[src/fmpf_pkg.sv]
// Shared types and constants for the first-match packet filter.
package fmpf_pkg;

   // Default number of rule slots.
   localparam int RULE_SLOTS_DEFAULT = 32;

   // Command codes carried in the request tuser field.
   typedef enum logic [1:0] {
      CMD_CHECK  = 2'd0,
      CMD_ADD    = 2'd1,
      CMD_DELETE = 2'd2,
      CMD_CLEAR  = 2'd3
   } cmd_type;

   // Result status codes.
   localparam logic [1:0] STATUS_OK       = 2'd0;
   localparam logic [1:0] STATUS_FULL     = 2'd1;
   localparam logic [1:0] STATUS_BAD_SLOT = 2'd2;

   // A rule whose direction is this value matches both directions.
   localparam logic [1:0] DIR_BOTH = 2'd2;

   // Configuration register indexes.
   localparam logic [0:0] CSR_FILTER_ENABLE = 1'd0;
   localparam logic [0:0] CSR_DEFAULT_DROP  = 1'd1;

   // One stored rule (also used as the lookup key of a packet).
   typedef struct packed {
      logic        act;
      logic [15:0] port;
      logic [31:0] addr;
      logic        any_proto;
      logic [7:0]  proto;
      logic [1:0]  dir;
   } rule_type;

   localparam int RULE_W = $bits(rule_type);

endpackage

[src/fmpf_ram.sv]
// Generic single-write, single-read memory with a registered read port.
module fmpf_ram #(
   parameter int WIDTH = 8,
   parameter int DEPTH = 32
) (
   input  logic                                   clock,
   input  logic                                   we,
   input  logic [((DEPTH > 1) ? $clog2(DEPTH) : 1)-1:0] waddr,
   input  logic [WIDTH-1:0]                       wdata,
   input  logic [((DEPTH > 1) ? $clog2(DEPTH) : 1)-1:0] raddr,
   output logic [WIDTH-1:0]                       rdata
);

   logic [WIDTH-1:0] mem_ff [DEPTH];

   // Write port and registered read port.
   always_ff @(posedge clock) begin
      if (we) begin
         mem_ff[waddr] <= wdata;
      end
      rdata <= mem_ff[raddr];
   end

endmodule

[src/fmpf_match.sv]
// Compares one stored rule against a packet key.
module fmpf_match (
   input  fmpf_pkg::rule_type rule,
   input  fmpf_pkg::rule_type pkt,
   output logic               hit
);
   import fmpf_pkg::*;

   logic dir_ok;
   logic proto_ok;
   logic addr_ok;
   logic port_ok;

   // Each field either matches exactly or is a wildcard in the rule.
   assign dir_ok   = (rule.dir == DIR_BOTH) || (rule.dir == pkt.dir);
   assign proto_ok = rule.any_proto || (rule.proto == pkt.proto);
   assign addr_ok  = (rule.addr == 32'd0) || (rule.addr == pkt.addr);
   assign port_ok  = (rule.port == 16'd0) || (rule.port == pkt.port);
   assign hit      = dir_ok && proto_ok && addr_ok && port_ok;

endmodule

[src/first_match_packet_filter_unit.sv]
// First-match packet filter: an enabled check scans the rule slots, an add searches for a free
// slot, and a delete, clear or disabled check goes straight to the reply state. One command is in
// flight at a time and the next is accepted in the cycle after the result is loaded; a result
// still waiting on the response channel stalls the reply.
// The scan reads one rule slot per cycle from a memory with a registered read port.
// Synchronous reset clears the valid flags, counters and control registers, not the rule memory.
module first_match_packet_filter_unit #(
   parameter int RULE_SLOTS = fmpf_pkg::RULE_SLOTS_DEFAULT
) (
   input  logic        clock,
   input  logic        reset,
   // Request channel.
   input  logic        req_tvalid,
   output logic        req_tready,
   // tdata: direction[1:0], protocol[9:2], protocol_wildcard[10], address[42:11],
   //        port_number[58:43], rule_action[59], slot[65:60], zero fill[71:66]
   input  logic [71:0] req_tdata,
   // tuser: cmd[1:0]
   input  logic [1:0]  req_tuser,
   // Response channel.
   output logic        rsp_tvalid,
   input  logic        rsp_tready,
   // tdata: drop_packet[0], status[2:1], slot_out[7:3], dropped_total[39:8],
   //        passed_total[71:40], rule_total[77:72], zero fill[79:78]
   output logic [79:0] rsp_tdata,
   // Configuration write port.
   input  logic        csr_we,
   input  logic [0:0]  csr_index,
   input  logic [0:0]  csr_wdata
);
   import fmpf_pkg::*;

   localparam int SLOT_W = (RULE_SLOTS > 1) ? $clog2(RULE_SLOTS) : 1;
   localparam int CNT_W  = $clog2(RULE_SLOTS + 1);
   localparam int CMP_W  = (CNT_W > 6) ? CNT_W : 6;

   typedef enum logic [1:0] {
      ST_IDLE,
      ST_SCAN,
      ST_ADD,
      ST_REPLY
   } state_type;

   state_type              state_ff, state_in;
   rule_type               key_ff, key_in;
   logic [CNT_W-1:0]       iss_ff, iss_in;
   logic                   cmp_ff, cmp_in;
   logic                   cmp_vld_ff, cmp_vld_in;
   logic [RULE_SLOTS-1:0]  valid_ff, valid_in;
   logic [CNT_W-1:0]       used_ff, used_in;
   logic [31:0]            drop_cnt_ff, drop_cnt_in;
   logic [31:0]            pass_cnt_ff, pass_cnt_in;
   logic                   en_ff, en_in;
   logic                   ddrop_ff, ddrop_in;
   logic                   res_drop_ff, res_drop_in;
   logic [1:0]             res_status_ff, res_status_in;
   logic [SLOT_W-1:0]      res_slot_ff, res_slot_in;
   logic                   rsp_valid_ff, rsp_valid_in;
   logic [79:0]            rsp_data_ff, rsp_data_in;

   logic [SLOT_W-1:0]      iss_idx;
   logic                   iss_done;
   logic                   out_free;
   logic                   ram_we;
   rule_type               ram_rdata;
   logic                   rule_hit;
   cmd_type                req_cmd;
   rule_type               req_rule;
   logic [CMP_W-1:0]       del_wide;
   logic [SLOT_W-1:0]      del_idx;
   logic                   del_ok;

   // Request payload unpacking.
   assign req_cmd            = cmd_type'(req_tuser[1:0]);
   assign req_rule.dir       = req_tdata[1:0];
   assign req_rule.proto     = req_tdata[9:2];
   assign req_rule.any_proto = req_tdata[10];
   assign req_rule.addr      = req_tdata[42:11];
   assign req_rule.port      = req_tdata[58:43];
   assign req_rule.act       = req_tdata[59];

   // Delete slot range check and index.
   assign del_wide = CMP_W'(req_tdata[65:60]);
   assign del_idx  = del_wide[SLOT_W-1:0];
   assign del_ok   = (del_wide < CMP_W'(RULE_SLOTS)) && valid_ff[del_idx];

   assign iss_idx  = iss_ff[SLOT_W-1:0];
   assign iss_done = (iss_ff == CNT_W'(RULE_SLOTS));
   assign out_free = !rsp_valid_ff || rsp_tready;

   assign req_tready = (state_ff == ST_IDLE);
   assign rsp_tvalid = rsp_valid_ff;
   assign rsp_tdata  = rsp_data_ff;

   // Rule memory: written on add, read one slot per cycle during a check.
   fmpf_ram #(
      .WIDTH (RULE_W),
      .DEPTH (RULE_SLOTS)
   ) u_rule_ram (
      .clock (clock),
      .we    (ram_we),
      .waddr (iss_idx),
      .wdata (key_ff),
      .raddr (iss_idx),
      .rdata (ram_rdata)
   );

   // Match of the slot read in the previous cycle against the packet.
   fmpf_match u_match (
      .rule (ram_rdata),
      .pkt  (key_ff),
      .hit  (rule_hit)
   );

   // Command sequencer, table bookkeeping and counters.
   always_comb begin
      state_in      = state_ff;
      key_in        = key_ff;
      iss_in        = iss_ff;
      cmp_in        = cmp_ff;
      cmp_vld_in    = cmp_vld_ff;
      valid_in      = valid_ff;
      used_in       = used_ff;
      drop_cnt_in   = drop_cnt_ff;
      pass_cnt_in   = pass_cnt_ff;
      en_in         = en_ff;
      ddrop_in      = ddrop_ff;
      res_drop_in   = res_drop_ff;
      res_status_in = res_status_ff;
      res_slot_in   = res_slot_ff;
      rsp_valid_in  = rsp_valid_ff && !rsp_tready;
      rsp_data_in   = rsp_data_ff;
      ram_we        = 1'b0;

      case (state_ff)
         ST_IDLE: begin
            if (req_tvalid) begin
               key_in        = req_rule;
               iss_in        = '0;
               cmp_in        = 1'b0;
               cmp_vld_in    = 1'b0;
               res_drop_in   = 1'b0;
               res_status_in = STATUS_OK;
               res_slot_in   = '0;
               case (req_cmd)
                  CMD_CHECK: begin
                     state_in = en_ff ? ST_SCAN : ST_REPLY;
                  end
                  CMD_ADD: begin
                     state_in = ST_ADD;
                  end
                  CMD_DELETE: begin
                     if (del_ok) begin
                        valid_in[del_idx] = 1'b0;
                        if (used_ff != '0) begin
                           used_in = used_ff - CNT_W'(1);
                        end
                     end else begin
                        res_status_in = STATUS_BAD_SLOT;
                     end
                     state_in = ST_REPLY;
                  end
                  CMD_CLEAR: begin
                     valid_in = '0;
                     used_in  = '0;
                     state_in = ST_REPLY;
                  end
                  default: begin
                     state_in = ST_REPLY;
                  end
               endcase
            end
         end

         ST_SCAN: begin
            if (cmp_ff && cmp_vld_ff && rule_hit) begin
               // First matching rule decides.
               res_drop_in = ram_rdata.act;
               if (ram_rdata.act) begin
                  drop_cnt_in = drop_cnt_ff + 32'd1;
               end else begin
                  pass_cnt_in = pass_cnt_ff + 32'd1;
               end
               state_in = ST_REPLY;
            end else if (iss_done && !cmp_ff) begin
               // No rule matched: default policy.
               res_drop_in = ddrop_ff;
               if (ddrop_ff) begin
                  drop_cnt_in = drop_cnt_ff + 32'd1;
               end else begin
                  pass_cnt_in = pass_cnt_ff + 32'd1;
               end
               state_in = ST_REPLY;
            end else if (!iss_done) begin
               cmp_in     = 1'b1;
               cmp_vld_in = valid_ff[iss_idx];
               iss_in     = iss_ff + CNT_W'(1);
            end else begin
               cmp_in = 1'b0;
            end
         end

         ST_ADD: begin
            if (iss_done) begin
               res_status_in = STATUS_FULL;
               state_in      = ST_REPLY;
            end else if (!valid_ff[iss_idx]) begin
               ram_we            = 1'b1;
               valid_in[iss_idx] = 1'b1;
               used_in           = used_ff + CNT_W'(1);
               res_slot_in       = iss_idx;
               state_in          = ST_REPLY;
            end else begin
               iss_in = iss_ff + CNT_W'(1);
            end
         end

         ST_REPLY: begin
            if (out_free) begin
               rsp_valid_in = 1'b1;
               rsp_data_in  = {2'b00, 6'(used_ff), pass_cnt_ff, drop_cnt_ff,
                               5'(res_slot_ff), res_status_ff, res_drop_ff};
               state_in     = ST_IDLE;
            end
         end

         default: begin
            state_in = ST_IDLE;
         end
      endcase

      // Configuration writes.
      if (csr_we) begin
         case (csr_index)
            CSR_FILTER_ENABLE: en_in    = csr_wdata[0];
            CSR_DEFAULT_DROP:  ddrop_in = csr_wdata[0];
            default:           en_in    = en_ff;
         endcase
      end
   end

   // State and registered outputs.
   always_ff @(posedge clock) begin
      if (reset) begin
         state_ff     <= ST_IDLE;
         cmp_ff       <= 1'b0;
         cmp_vld_ff   <= 1'b0;
         iss_ff       <= '0;
         valid_ff     <= '0;
         used_ff      <= '0;
         drop_cnt_ff  <= '0;
         pass_cnt_ff  <= '0;
         en_ff        <= 1'b0;
         ddrop_ff     <= 1'b0;
         rsp_valid_ff <= 1'b0;
      end else begin
         state_ff      <= state_in;
         cmp_ff        <= cmp_in;
         cmp_vld_ff    <= cmp_vld_in;
         iss_ff        <= iss_in;
         valid_ff      <= valid_in;
         used_ff       <= used_in;
         drop_cnt_ff   <= drop_cnt_in;
         pass_cnt_ff   <= pass_cnt_in;
         en_ff         <= en_in;
         ddrop_ff      <= ddrop_in;
         rsp_valid_ff  <= rsp_valid_in;
         key_ff        <= key_in;
         res_drop_ff   <= res_drop_in;
         res_status_ff <= res_status_in;
         res_slot_ff   <= res_slot_in;
         rsp_data_ff   <= rsp_data_in;
      end
   end

   // The rule count always equals the number of occupied slots.
   assert property (@(posedge clock) disable iff (reset)
      used_ff == CNT_W'($countones(valid_ff)))
      else $error("rule count out of step with slot valid flags");

   // An accepted command always leaves the idle state.
   assert property (@(posedge clock) disable iff (reset)
      (req_tvalid && req_tready) |=> (state_ff != ST_IDLE))
      else $error("accepted command did not start");

   // The scan pointer never runs past the table.
   assert property (@(posedge clock) disable iff (reset)
      iss_ff <= CNT_W'(RULE_SLOTS))
      else $error("scan pointer beyond table");

endmodule
[config.mk]
export PLATFORM = sky130hd
export DESIGN_NAME = first_match_packet_filter_unit
export DESIGN_NICKNAME = d
export VERILOG_FILES = /design/src/fmpf_pkg.sv /design/src/fmpf_ram.sv /design/src/fmpf_match.sv /design/src/first_match_packet_filter_unit.sv
export SDC_FILE = /design/constraint.sdc
export NUM_CORES = 2
export LEC_CHECK = 0
export ABC_AREA = 0
export BUFFER_PORTS_ARGS = -buffer_cell sky130_fd_sc_hd__buf_4
export CAP_MARGIN = 25
export CORE_UTILIZATION = 35
export CTS_BUF_LIST = sky130_fd_sc_hd__clkbuf_8
export CTS_CLUSTER_DIAMETER = 200
export DETAILED_ROUTE_END_ITERATION = 7
export GPL_ROUTABILITY_DRIVEN = 1
export PLACE_DENSITY = 0.62
export REMOVE_ABC_BUFFERS = 1
export SKIP_LAST_GASP = 1
export SLEW_MARGIN = 30
export SYNTH_ARGS = -nofsm -noshare
export SYNTH_HDL_FRONTEND = slang
export SYNTH_SLANG_ARGS = --single-unit
[constraint.sdc]
create_clock -name clock -period 9.8 [get_ports clock]
set_input_delay 0.98 -clock clock [delete_from_list [all_inputs] [get_ports clock]]
set_output_delay 0.98 -clock clock [all_outputs]
set_load 0.02 [all_outputs]
Yosys cells after proc, flatten, opt, wreduce, memory -nomap -nowiden --
Memories as Yosys holds them, arrays and structs flattened. A register that Yosys moved wholly into a read port is not among the register bits. Cells that the tools add are included.
Word-level totals: flip-flop bits (word level) 261, RAM bits 1920, input port bits 81, output and inout bits 82, logic and storage cells 183, memories kept 1
Cells by class: $add $sub $neg 5, $lt $le $gt $ge 5, equality and inequality tests 29, mux-type cells 73, bitwise logic cells 5, reductions and logical operators 44
Memory list:
- u_rule_ram.mem_ff | words 32, bits a word 60, read ports 1, clocked after Yosys merged registers in 1, write ports 1, line fmpf_ram.sv:14 | logic [WIDTH-1:0] mem_ff [DEPTH];
Operator list (count):
- 2-to-1 mux 32 bit | 12
- one-hot mux 32 bit (2 select lines) | 2
- 2-to-1 mux 6 bit | 11
- adder 32 x 1 -> 32 bit, second input constant | 2
- AND 32 bit | 1
- equality test 32 bit | 1
- logical NOT 32 bit | 1
- inverter 32 bit | 1
- OR 32 bit | 1
- one-hot mux 6 bit (2 select lines) | 2
- AND reduction 4 bit | 6
- 2-to-1 mux 2 bit | 11
- 2-to-1 mux 1 bit | 20
- inequality test 2 bit, second input constant | 10
- one-hot mux 6 bit (3 select lines) | 1
- equality test 16 bit | 1
- logical NOT 16 bit | 1
- 2-to-1 mux 5 bit | 3
- AND reduction 7 bit | 2
- adder 6 x 1 -> 6 bit, second input constant | 2
- less-than comparator 5 x 6 -> 1 bit, second input constant | 2
- inequality test 3 bit, second input constant | 4
- binary-select mux 1 bit (select 5 bit) | 2
- demux 1 bit (select 5 bit) | 2
- other kinds (28) | 60

Depth between registers and ports, before layout --
word-level depth 10, mapped depth 14, depth with buffers taken out 9

Hierarchy --
A second synthesis with hierarchy kept.
Unflattened totals: cells, all modules 5194, area total of the unflattened synthesis 87287.5 um^2
By module, submodules not included:
- fmpf_ram | instances 1, cells each 4195, area an instance 75872.8 um^2, sequential area each 58856.4 um^2
- first_match_packet_filter_unit | instances 1, cells each 901, area an instance 10669.0 um^2, sequential area each 6686.4 um^2
- fmpf_match | instances 1, cells each 98, area an instance 745.7 um^2, sequential area each 0.0 um^2

Worst setup path after synthesis --
OpenSTA, ideal clock, no wires.
path kind input to register, start point input port reset, end point register rsp_data_ff[0], in the netlist rsp_tdata[0], enable pin, library setup time 626 ps, arrival time 7256 ps, data required time 9174 ps, setup slack 1918 ps, cell stages on the path 4, path buffers 3, path through clkbuf_1 > clkbuf_1 > clkbuf_1 > nor3b_1
On the way: longest elaborated chain between the ends 2
Ends and longest elaborated chain:
- start: declaration | line first_match_packet_filter_unit.sv:11 | input logic reset,
- inverter 1 bit (no source line)
- AND reduction 3 bit (no source line)
- end signal: assignment | line first_match_packet_filter_unit.sv:272 | rsp_data_ff <= rsp_data_in;
- end: declaration | line first_match_packet_filter_unit.sv:59 | logic [79:0] rsp_data_ff, rsp_data_in;
Every way passes these cells. A chain may end at the register's enable or synchronous reset.

Final worst setup path --
start point register iss_ff[0], end point memory u_rule_ram.mem_ff[18][20] in the netlist's numbering, enable pin
On the way: longest elaborated chain between the ends 7, elaborated cells on any way between the ends 8, those cells by class eq/ne (1); mux (7)
Ends and longest elaborated chain:
- start: declaration | line first_match_packet_filter_unit.sv:46 | logic [CNT_W-1:0] iss_ff, iss_in;
- start signal: assignment | line first_match_packet_filter_unit.sv:260 | iss_ff <= iss_in;
- binary-select mux 1 bit (select 5 bit) | line first_match_packet_filter_unit.sv:207 | end else if (!valid_ff[iss_idx]) begin
- 2-to-1 mux 1 bit (implied by the code) | line first_match_packet_filter_unit.sv:207
- 2-to-1 mux 1 bit | line first_match_packet_filter_unit.sv:207
- 2-to-1 mux 1 bit | line first_match_packet_filter_unit.sv:204 | if (iss_done) begin
- 2-to-1 mux 1 bit | line first_match_packet_filter_unit.sv:135 | case (state_ff)
- 2-to-1 mux 1 bit | line fmpf_ram.sv:18 | if (we) begin
- 2-to-1 mux 1 bit (implied by the code) | line fmpf_ram.sv:19 | mem_ff[waddr] <= wdata;
- end: declaration | line fmpf_ram.sv:14
Several ways; a longest one is shown, not always the timed one. The select of a mux whose other input is x is not followed.

==> results_dict.tcl <==
set metrics [dict create \
    grt_max_degree 112 \
    cts_tree "done" \
    start_kind "register" \
    grt_pass1_vias 43950 \
    crit_top_cell "buf_4" \
    tightestPinTransition_ns 1.028 \
    total_power_mw 22.19 \
    crit_required_ns 10.37 \
    clk_pin_slew_ns 0.05 \
    via_per_inst 5.412 \
    drc 0 \
    fp.dieW_um 495.1 \
    fillCellCount 21153 \
    placedInstanceArea_mm2 0.09102 \
    synth_edf_count 2066 \
    grt-ovfl-total 0 \
    setup_viol 0 \
    tns_ns 0 \
    p_leak_nw 30.36 \
    seqCellArea_mm2 0.06555 \
    clockBufferDepth 4 \
    drive_above_1_share 0.2817 \
    synth_area_mm2 0.08512 \
    floorplan.die_area_mm2 0.2452 \
    critPathMaxFanout 46 \
    status "finished, final reports clean" \
    ios 163 \
    dp.cells 7353 \
    clock_latency_ns 1.07 \
    yosysSeqAreaShare 0.7700 \
    core_area_mm2 0.2412 \
    ys_ff_latch 2241 \
    hold_viol 0 \
    synthFlopType "edfxtp_1" \
    antenna_left 0 \
    hpwl_um 112100 \
    cts_made_buffers 367 \
    post_cts_buffers 0 \
    worstPathCellList "buf_4 -> inv_1 -> and3_1 -> a2111oi_2 -> o211a_1 -> nand2_1 -> nor2_4 -> buf_4" \
    grt_util_all_layers 0.1714 \
    period_needed_ns 5.876 \
    antenna_found_initial 12 \
    syn_avg_cell_area_um2 20.78 \
    slew_viol_final 0 \
    instances_no_fill 8023 \
    post-route-period-util 0.5996 \
    finalWirelength_um 213300 \
    finClkSkew_ns 0.1302 \
    fin_nets 4653 \
    root_buffer "clkbuf_8" \
    clkSinkCount 2241 \
    vias 43424 \
    h-tree-depth 5 \
    power.density_mw_per_mm2 226.8 \
    fin_area_mm2 0.09787 \
    die_h_um 495.1 \
    first_pass_iters 7 \
    ys_async_sr_fraction 0 \
    cp_slowest_cell "buf_4" \
    port_buffers 154 \
    initial_core_util 0.3529 \
    slowest_delay_ns 0.91 \
    place_congestion 0.7692 \
    dr.first_iter.drc_count 4550 \
    path_class "reg2reg" \
    fmax_mhz 170.2 \
    ys_warn_count 0 \
    netlist_instances 4097 \
    yosysUniqueCellTypes 64 \
    path_delay_family "buffers and inverters" \
    hp-class "in2reg" \
    crit_buf_inv 3 \
    arrival_ns 6.45 \
    utilization 0.4057 \
    max_cap_viol_count 0 \
    grt_pass1_wl_um 304600 \
    area_growth_pct 14.98 \
    rsz0062_at_grt "no" \
    critPathCaptureType "register" \
    multi_input_area_mm2 0.01895 \
    routedWlPerCell_um 26.58 \
    ir_drop_uv 281.0 \
    core.rowCount 180 \
    relSlewSlack 0.3147 \
]
## routing by layer
| metal | GRT usage | vias to the layer above | share of wire |
|---|---|---|---|
| li1 | - | 18201 | - |
| met1 | 0.2360 | 22998 | 0.43 |
| met2 | 0.2714 | 1810 | 0.47 |
| met3 | 0.03501 | 399 | 0.072 |
| met4 | 0.05661 | 16 | 0.027 |
| met5 | 0 | - | 0.00044 |
## synthesized netlist by cell type (8+ instances only)
| cell | instances | area, um2 |
|---|---|---|
| edfxtp_1 | 2066 | 62040 |
| mux4_2 | 490 | 11040 |
| a22oi_1 | 266 | 1997 |
| dfxtp_1 | 175 | 3503 |
| clkbuf_1 | 161 | 604.3 |
| nor2_1 | 136 | 510.5 |
| nand4_1 | 90 | 563.0 |
| a21oi_1 | 63 | 315.3 |
| xor2_1 | 56 | 490.5 |
| buf_1 | 51 | 191.4 |
| nand2_1 | 47 | 176.4 |
| nor2b_1 | 47 | 294.0 |
| mux2i_1 | 46 | 460.4 |
| mux2_2 | 44 | 495.5 |
| nand3_1 | 39 | 195.2 |
| nor3_1 | 37 | 185.2 |
| nor4_1 | 37 | 231.5 |
| or4_1 | 24 | 180.2 |
| inv_1 | 21 | 78.83 |
| o31ai_1 | 20 | 150.1 |
| nand2b_1 | 17 | 106.4 |
| ha_1 | 14 | 175.2 |
| o21ai_0 | 14 | 70.07 |
| nor3b_1 | 11 | 82.58 |
| and3_1 | 10 | 62.56 |
| and2_1 | 9 | 56.30 |
| buf_4 | 8 | 60.06 |
| nor4b_1 | 8 | 70.07 |
## layout make-up
type | count | share of cell area
sequential | 2241 | 0.6698
multi-input combinational | 1607 | 0.1936
clock buffer | 390 | 0.05485
tap | 3185 | 0.04072
timing repair buffer | 318 | 0.02800
clock inverter | 256 | 0.01209
inverter | 23 | 0.0008821
antenna | 3 | 0.00007671
## power breakdown
group          switching, mW  internal, mW
Sequential             0.314          10.9
Clock                   3.63          3.77
Combinational           1.88          1.68
Total                   5.82          16.4
## per-stage QoR
stage | setup slack [ns] | hold WS, ns
after floorplan | -16.78 | 0.4003
after global placement | 3.806 | 0.4081
after detailed placement | 3.856 | 0.4120
after CTS | 3.793 | 0.0005776
after global routing | 3.510 | 0.01711
final | 3.924 | 0.1019
## logic make-up after synthesis
logic type | after synthesis | synth area share
other cells | 1 | 0.00004406
simple gates | 535 | 0.03404
mux | 580 | 0.1409
buf+inv | 250 | 0.01155
flops | 2241 | 0.7700
xor+xnor | 56 | 0.005762
fa+ha+maj | 14 | 0.002058
compound gates | 420 | 0.03563
## path summary, 6_finish.rpt
check                      start                         to  slack [ns]  depth (start not counted)
hold / removal     req_tdata[13]                 key_ff[13]        0.10                          1
setup / recovery       iss_ff[0]  u_rule_ram.mem_ff[18][20]        3.92                          8
setup reg to reg       iss_ff[0]  u_rule_ram.mem_ff[18][20]        3.92                          8
hold reg to reg   res_slot_ff[2]               rsp_tdata[5]        0.42                          0
## registers in the layout (all words and copies together) (netlist names)
register           flops
ddrop_ff               1
valid_ff              32
en_ff                  1
iss_ff                 6
u_rule_ram.mem_ff   1920
cmp_ff                 1
key_ff                60
drop_cnt_ff           32
res_drop_ff            1
rsp_tvalid             1
rsp_tdata             78
cmp_vld_ff             1
used_ff                6
pass_cnt_ff           32
u_rule_ram.rdata      60
res_slot_ff            5
state_ff               2
res_status_ff          2
## layout by cell type, fill, tap and decap left out, types with 6 or more instances in the layout
cell	n
clkinv_2	44
buf_6	16
buf_16	7
or4_1	24
nor4_1	37
xor2_1	56
a211oi_1	6
nand3_1	38
and2_1	9
o31ai_1	20
ha_1	14
nor3b_1	10
and4_1	7
buf_4	276
mux4_2	490
a21oi_1	62
nand4_1	90
nor3_2	6
mux2_2	44
and3_1	10
mux2i_1	46
nand2_1	47
inv_1	149
or3_1	7
o21ai_0	14
nor3_1	32
dfxtp_1	173
clkinv_1	67
nor4b_1	8
clkinvlp_4	10
nor2b_1	47
edfxtp_1	2066
nand2b_1	17
nor2_1	99
clkbuf_8	390
nor2_4	37
buf_8	11
a22oi_1	266
a32oi_1	6
## what timing repair did
| action | 4_1_cts | 5_1_grt |
|---|---|---|
| hold buffers | 3 | 0 |
| endpoints found under the hold margin | 3 | 0 |
| resized for setup | 0 | 0 |
Power figures use the tool's default switching activity.
